<file path="config.mk">
export PLATFORM = sky130hd
export DESIGN_NAME = mcpft_ctrl
export DESIGN_NICKNAME = d
export VERILOG_FILES = /design/src/rtl/core/mcpft_pkg.sv /design/src/rtl/core/mcpft_ctrl.sv
export SDC_FILE = /design/constraint.sdc
export NUM_CORES = 1
export LEC_CHECK = 0
export BUFFER_PORTS_ARGS = -buffer_cell sky130_fd_sc_hd__buf_2
export CAP_MARGIN = 40
export CORE_AREA = 2 2 39 41
export DETAILED_ROUTE_END_ITERATION = 8
export DIE_AREA = 0 0 41 43
export GPL_TIMING_DRIVEN = 0
export PLACE_DENSITY = 0.45
export SYNTH_ARGS = -nofsm -noshare
export SYNTH_HDL_FRONTEND = slang
export SYNTH_SLANG_ARGS = --single-unit
</file>
<file path="constraint.sdc">
create_clock -name clock -period 4.5 [get_ports clock]
set_input_delay 0.9 -clock clock [delete_from_list [all_inputs] [get_ports clock]]
set_output_delay 0.9 -clock clock [all_outputs]
set_load 0.01 [all_outputs]
</file>
<file path="src/rtl/core/mcpft_pkg.sv">
// Shared types and constants for the pipe table core.
// No dependencies; the controller, datapath and top level refer to it by scoped names.
package mcpft_pkg;

   // default sizing of the table
   localparam int PipeCountDef   = 16;
   localparam int PipeDepthDef   = 4096;
   localparam int EndCountMaxDef = 255;
   localparam int MaxRunDef      = 64;

   // request action codes
   typedef enum logic [2:0] {
      ACT_CREATE  = 3'd0,
      ACT_ABANDON = 3'd1,
      ACT_ADD     = 3'd2,
      ACT_RELEASE = 3'd3,
      ACT_READ    = 3'd4,
      ACT_WRITE   = 3'd5
   } action_type;

   // response status codes
   typedef enum logic [3:0] {
      ST_OK        = 4'd0,
      ST_EMPTY     = 4'd1,
      ST_EOF       = 4'd2,
      ST_FULL      = 4'd3,
      ST_NO_READER = 4'd4,
      ST_BAD_SLOT  = 4'd5,
      ST_NO_FREE   = 4'd6,
      ST_UNDERFLOW = 4'd7,
      ST_OVERFLOW  = 4'd8
   } status_type;

   // controller to datapath
   typedef struct packed {
      logic capture;     // latch the accepted request
      logic commit;      // update the table and load the response
      logic rd_issue;    // read one byte of a run from the store
      logic rd_capture;  // load the fetched byte into the response
   } cmd_type;

   // datapath to controller
   typedef struct packed {
      logic run_start;   // the request is a read that takes at least one byte
      logic run_more;    // bytes of the run are still to be sent
   } stat_type;

endpackage

</file>
<file path="src/rtl/core/mcpft_ctrl.sv">
// Controller of the pipe table core: sequences lookup, byte runs and response.
// Uses mcpft_pkg command and status types.
module mcpft_ctrl (
   input  logic              clock,
   input  logic              reset,
   input  logic              req_valid,
   output logic              req_ready,
   output logic              rsp_valid,
   input  logic              rsp_ready,
   output mcpft_pkg::cmd_type cmd,
   input  mcpft_pkg::stat_type stat
);
   typedef enum logic [4:0] {
      S_IDLE    = 5'b00001,
      S_LOOKUP  = 5'b00010,
      S_RD_ADDR = 5'b00100,
      S_RD_DATA = 5'b01000,
      S_RESP    = 5'b10000
   } state_type;

   state_type state_ff, state_in;

   // next state
   always_comb begin
      state_in = state_ff;
      unique case (state_ff)
         S_IDLE:    if (req_valid) state_in = S_LOOKUP;
         S_LOOKUP:  state_in = stat.run_start ? S_RD_ADDR : S_RESP;
         S_RD_ADDR: state_in = S_RD_DATA;
         S_RD_DATA: state_in = S_RESP;
         S_RESP: begin
            if (rsp_ready) state_in = stat.run_more ? S_RD_ADDR : S_IDLE;
         end
         default:   state_in = S_IDLE;
      endcase
   end

   always_ff @(posedge clock) begin
      if (reset) begin
         state_ff <= S_IDLE;
      end else begin
         state_ff <= state_in;
      end
   end

   // handshakes and commands
   assign req_ready      = (state_ff == S_IDLE);
   assign rsp_valid      = (state_ff == S_RESP);
   assign cmd.capture    = (state_ff == S_IDLE) && req_valid;
   assign cmd.commit     = (state_ff == S_LOOKUP);
   assign cmd.rd_issue   = (state_ff == S_RD_ADDR);
   assign cmd.rd_capture = (state_ff == S_RD_DATA);
endmodule

</file>
==> results of run 1 <==
cell usage in the layout, fill, tap and decap left out, drive strengths merged, types with 2 or more instances in the layout:
| cell type | n |
|---|---|
| a211oi | 2 |
| nor2 | 3 |
| nor3b | 4 |
| dfxtp | 5 |
| or3 | 3 |
| buf | 12 |
| nor3 | 2 |
| and2 | 2 |
| clkbuf | 4 |
metal layers:
metal | global-route usage | vias up | part of all wire
met5 | 0 | - | 0
met2 | 0.113 | 12 | 0.38
met4 | 0.0400 | 0 | 0
met3 | 0.0628 | 0 | 0.081
li1 | - | 171 | -
met1 | 0.129 | 136 | 0.54
kinds of logic (layout without fill, tap and decap cells):
logic type | Yosys count | after routing | share of synthesized area
flip-flops | 5 | 5 | 0.302
AND/OR/NAND/NOR | 20 | 20 | 0.396
AO/OA/AOI/OAI | 9 | 9 | 0.215
buffers and inverters | 3 | 18 | 0.0603
XOR/XNOR | 1 | 1 | 0.0264
area by class of cell:
class                           count  area share
Multi-Input combinational cell     30       0.487
Sequential cell                     5       0.231
Timing Repair Buffer               11       0.127
Clock buffer                        3      0.0519
Tap cell                           16      0.0461
Buffer                              2      0.0375
Clock inverter                      1      0.0115
Inverter                            1     0.00865
power groups by stage:
stage	clock network, µW	registers [µW]	logic, µW
2_1_floorplan	0	49.2	17.3
3_5_place_dp	0	50.0	25.2
6_report	51.9	49.1	25.0
5_1_grt	59.5	49.5	28.5
4_1_cts	54.4	49.0	25.3
3_3_place_gp	0	50.0	25.7
per-stage QoR:
stage | instance area, µm² | worst slack, ns
floorplan | 332 | 2.21
global placement | 407 | 2.22
detailed placement | 407 | 2.25
CTS | 434 | 1.99
global route | 434 | 1.85
finish | 434 | 2.01
tightest hold or removal path: cells and delay by family, from the launching register on:
kind / cells / cell delay, ns
compound gates: 1 / 0.06
buf+inv: 1 / 0.16
flops: 1 / 0.29
simple gates: 1 / 0.12
how the worst max path moves through the flow:
| stage | startpoint | end | slack (ns) | cells past startpoint |
|---|---|---|---|---|
| after floorplan | state_ff[1] | cmd[3] | 2.21 | 4 |
| after global placement | state_ff[1] | cmd[3] | 2.22 | 5 |
| after detailed placement | state_ff[1] | cmd[3] | 2.25 | 5 |
| after CTS | state_ff[1] | cmd[3] | 1.99 | 5 |
| after global routing | state_ff[1] | cmd[3] | 1.85 | 5 |
| final | state_ff[1] | cmd[3] | 2.01 | 5 |
==> metrics, run 1 <==
vias=319; hold_ws=0.665 ns; Post-CTS Hold Buffers=0; sequential power share=0.389; Nets=60; area occupied by registers=100 µm²; Fill cells=164; critical path fanouts, max=9; synthesized area=332 µm²; most frequent cells after synthesis=dfxtp_1, nor3b_1, nor2_1; starting density of the core=0.240; hold path cells=3; post-DR wirelength/cell=9.83 µm; post-CTS sizing=0; number of enable flip-flop cells after synthesis=0; CTS buffer count=3; Worst Path Buf+Inv=2; first-pass GRT wire length=1.08 mm; Clock Tree Root=clkbuf_4; Hold WC Path Type=reg -> reg; FF-to-FF Start=state_ff[1]; peak supply drop=132 µV; final setup violation count=0; Post-CTS Setup Inserts=0; crit path max-delay cell type=or3_1; GRT Total Usage=0.0945; routability cong.=0.723; Largest register FFs=5; antenna violations before repair=0; MaxCap Viol Count=0; average cell area after synthesis=8.73 µm²; # rows=14; clk slew on worst S/H paths=0.05 ns; Final HPWL DP=519 µm; Crit path required time=3.60 ns; ANT nets after route=0; YS warnings=0; Vias/cell=4.62; Total Wirelength=678 µm; Post-Syn Nets=44; Logic pwr share=0.199; main area contributors after synthesis=dfxtp_1, nor3b_1, a211oi_2, and2_1, or3_1; Max-slew headroom=0.704; register area share after synthesis=0.302; layout cells sized above 1=0.358; GRT overflow=0; CTS tree=done; Core Box Area=1380 µm²; Final min period=2.49 ns; R2R Path End=state_ff[4]; Setup crit start kind=flip-flop; die area=1760 µm²; footprint of the multi-input gates=211 µm²; CTS Buffer Depth=2; Setup Skew=0.00953 ns; P per Cell Area=290 nW/µm²; Slew @ Worst Pin=0.433 ns; Biggest register=state_ff; cell count after placement=65; DRC violations left=0; clock power share=0.412; status=completed; synth unique cells=26; Setup TNS=0 ns; hold path start=state_ff[1]; switching pwr=34.8 µW; antenna cells=0; area grow syn2layout=30.9%; largest net degree at the start of global routing=10; Largest regs=state_ff x5; Initial DRC Count=6; fmax=402 MHz; Worst R2R Setup Slack=2.99 ns; Mapped Cells=38; Crit Path Class=reg -> out; CP endpoint kind=primary output; Hold Fails Final Rpt=0; FFs w/ async S/R, synth=0; vias in the first global route=253; DIE HEIGHT=43 µm; FF+latch count, synth=5; WP data arrival=1.59 ns; worst-path cell chain=clkbuf_2, or3_1, nor3b_1, and2_1, buf_2; drt first pass iters=2; P_int=91.2 µW; H-tree level count=1; Die W=41 µm; Overall Power=126 µW; Switching Fraction=0.276; share of the core filled with cells=0.314; RSZ-0062 raised after global routing=false; port bufs=11; reg2reg path depth=4; io pins=12; Clock Sink Count=5; top-count cell post-synth=dfxtp_1; Clk Latency, worst-skew pair=0.25 ns; Yosys top cell area share=0.302; Final Cycle Share=0.553; post-synth top area cell=dfxtp_1; Crit path largest cell delay=0.34 ns; CP top delay family=simple AND/OR/NAND/NOR gates; final count of pins violating max slew=0; final std cells w/o fill=69; Main synth FF type=dfxtp_1; Hold EP=state_ff[2]; Pleak=0.000198 µW
(Power assumes the default switching activity.)
==> run 2: changes to the inputs <==
--- a/config.mk
+++ b/config.mk
@@ -5,6 +5,7 @@
 export SDC_FILE = /design/constraint.sdc
 export NUM_CORES = 1
 export LEC_CHECK = 0
+export ABC_AREA = 1
 export BUFFER_PORTS_ARGS = -buffer_cell sky130_fd_sc_hd__buf_2
 export CAP_MARGIN = 40
 export CORE_AREA = 2 2 39 41
==> constraint.sdc (replaced) <==
create_clock -name clock -period 2.3 [get_ports clock]
set_input_delay 0.46 -clock clock [delete_from_list [all_inputs] [get_ports clock]]
set_output_delay 0.46 -clock clock [all_outputs]
set_load 0.01 [all_outputs]
==> run 2 against run 1 <==
  * Global-route usage up 1.1 points
  * Design area up 1.4%
  * Clock power up 97%
  * Die area unchanged
  * Combinational power up 99%
  * Critical path type unchanged
  * Largest cell class unchanged
==> metrics, run 2 <==
Total Wirelength=686 µm (+1.2%); routability cong.=0.715 (-1.1%); vias in the first global route=312 (+23%); Crit path largest cell delay=0.39 ns (+0.05 ns); P per Cell Area=564 nW/µm² (+94%); Setup crit start kind=flip-flop; clk slew on worst S/H paths=0.05 ns (about the same); io pins=12 (unchanged); critical path fanouts, max=3 (-6); post-synth top area cell=dfxtp_1; RSZ-0062 raised after global routing=false; Largest register FFs=5 (unchanged); synthesized area=339 µm² (+2.3%); Hold Fails Final Rpt=0 (unchanged); DIE HEIGHT=43 µm (unchanged); share of the core filled with cells=0.318 (+0.00452); GRT overflow=0 (unchanged); Vias/cell=4.01 (-13%); Worst Path Buf+Inv=2 (unchanged); first-pass GRT wire length=1.15 mm (+5.7%); FFs w/ async S/R, synth=0 (unchanged); Nets=79 (+32%); post-CTS sizing=0 (unchanged); post-DR wirelength/cell=7.80 µm (-21%); final setup violation count=0 (unchanged); FF+latch count, synth=5 (unchanged); Clk Latency, worst-skew pair=0.24 ns (about the same); port bufs=11 (unchanged); Yosys top cell area share=0.295 (-0.00668); vias=353 (+11%); largest net degree at the start of global routing=6 (-4); worst-path cell chain=inv_1, nor2_1, nand2_1, nor2_1, buf_2; WP data arrival=1.18 ns (-0.41 ns); Final min period=1.64 ns; Final Cycle Share=0.712; average cell area after synthesis=5.95 µm² (-32%); commonest cells after routing, fill and taps aside=nand2_1, inv_1, buf_2; top-count cell post-synth=nand2_1; Largest regs=state_ff x5; met3 Resource Use GR=0.0314 (-0.0314); Setup Skew=0.00560 ns (-0.00393 ns); antenna violations before repair=0 (unchanged); YS warnings=0 (unchanged); Post-Syn Nets=63 (+43%); register area share after synthesis=0.295 (-0.00668); final count of pins violating max slew=0 (unchanged); starting density of the core=0.245 (+0.00542); CTS Buffer Depth=2 (unchanged); CTS buffer count=3 (unchanged); CTS tree=done; Slew @ Worst Pin=0.199 ns (-0.234 ns); CP top delay family=flip-flops; most frequent cells after synthesis=nand2_1, inv_1, nor2_1; M1 GR Usage=0.109 (-0.0201); Max-slew headroom=0.867 (+0.163); Fill cells=169 (+3.0%); peak supply drop=216 µV (+64%); die area=1760 µm² (unchanged); GRT Total Usage=0.105 (+0.0108); number of enable flip-flop cells after synthesis=0 (unchanged); fmax=611 MHz; ANT nets after route=0 (unchanged); area grow syn2layout=29.9%; M2 GR Usage=0.147 (+0.0344); H-tree level count=1 (unchanged); busiest grt layer=met2; Crit path required time=1.84 ns (-1.76 ns); Mapped Cells=57 (+50%); Main synth FF type=dfxtp_1; MaxCap Viol Count=0 (unchanged); DRC violations left=0 (unchanged); Overall Power=248 µW (+97%); Setup TNS=0 ns (unchanged); Hold WC Path Type=in -> reg; Post-CTS Setup Inserts=0 (unchanged); CP endpoint kind=primary output; Initial DRC Count=6 (unchanged); Die W=41 µm (unchanged); Clock Sink Count=5 (unchanged); Pleak=0.000270 µW (+36%); # rows=14 (unchanged); synth unique cells=14 (-46%); status=completed; main area contributors after synthesis=dfxtp_1, nand2_1, inv_1, nor2_1, nor2_2; CP most frequent cell=nor2_1; crit path max-delay cell type=dfxtp_1; drt first pass iters=3 (+1); Post-CTS Hold Buffers=0 (unchanged); Core Box Area=1380 µm² (unchanged); Crit Path Class=reg -> out; commonest non-fill, non-tap cell in the layout=nand2_1; Final HPWL DP=589 µm (+13%); Clock Tree Root=clkbuf_4; layout cells sized above 1=0.292 (-0.0668); antenna cells=0 (unchanged); Biggest register=state_ff
## run 2: changes by cell type in the layout (fill, tap and decap cells not counted), sizes merged, moves of 2 or more
cell,before,now
nand2,0,16
inv,1,15
nor2,3,10
nand3,0,4
nor3b,4,0
o21ai,1,4
or3,3,0
a211oi,2,0
and2,2,0
## run 2: worst reg2reg max path, stage by stage (launching register included)
cell	delay [ns]
dfxtp_1	0.39
inv_1	0.05
nor2_1	0.16
nand3_1	0.13
o21ai_1	0.09
inv_1	0.06
nand2_1	0.08
nor2_2	0.04
## run 2: layout make-up
cell class	count	area (µm²)	area share
Sequential cell	5	100	0.227
Inverter	15	56.3	0.128
Clock buffer	4	26.3	0.0597
Timing Repair Buffer	11	55.1	0.125
Tap cell	16	20.0	0.0455
Multi-Input combinational cell	37	183	0.415
## run 2: stage by stage
step	std cells	hold WS, ns	setup WS, ns	instance area [µm²]
6_report	88	0.431	0.662	440
5_1_grt	88	0.429	0.584	440
4_1_cts	88	0.424	0.657	440
3_5_place_dp	84	0.588	0.930	414
3_3_place_gp	84	0.585	0.923	414
2_1_floorplan	57	0.521	1.03	339
## run 2: worst paths after layout
kind                    start     endpoint  slack [ns]  cells after the start
setup / recovery  state_ff[0]       cmd[3]        0.66                      5
hold / removal          reset  state_ff[2]        0.43                      2
setup reg to reg  state_ff[0]  state_ff[2]        1.19                      7
hold reg to reg   state_ff[2]  state_ff[3]        0.58                      2
## run 2: routing by layer
layer	routed length [µm]	vias to the layer above
li1	-	197
met1	296	147
met2	346	7
met3	23	2
met4	19	0
met5	0	-
## run 2: power breakdown
| part | leakage [µW] | internal, µW | switching, µW |
|---|---|---|---|
| Sequential | 0.0000408 | 91.4 | 5.29 |
| Clock | 0.0000150 | 65.6 | 36.3 |
| Combinational | 0.000214 | 20.2 | 29.6 |
| Total | 0.000270 | 177 | 71.2 |
## run 2: kinds of logic (layout without fill, tap and decap cells)
logic type,count (synthesis),in the layout,share of synthesized area
buf+inv,15,30,0.166
compound gates,4,4,0.0590
flops,5,5,0.295
simple gates,33,33,0.480
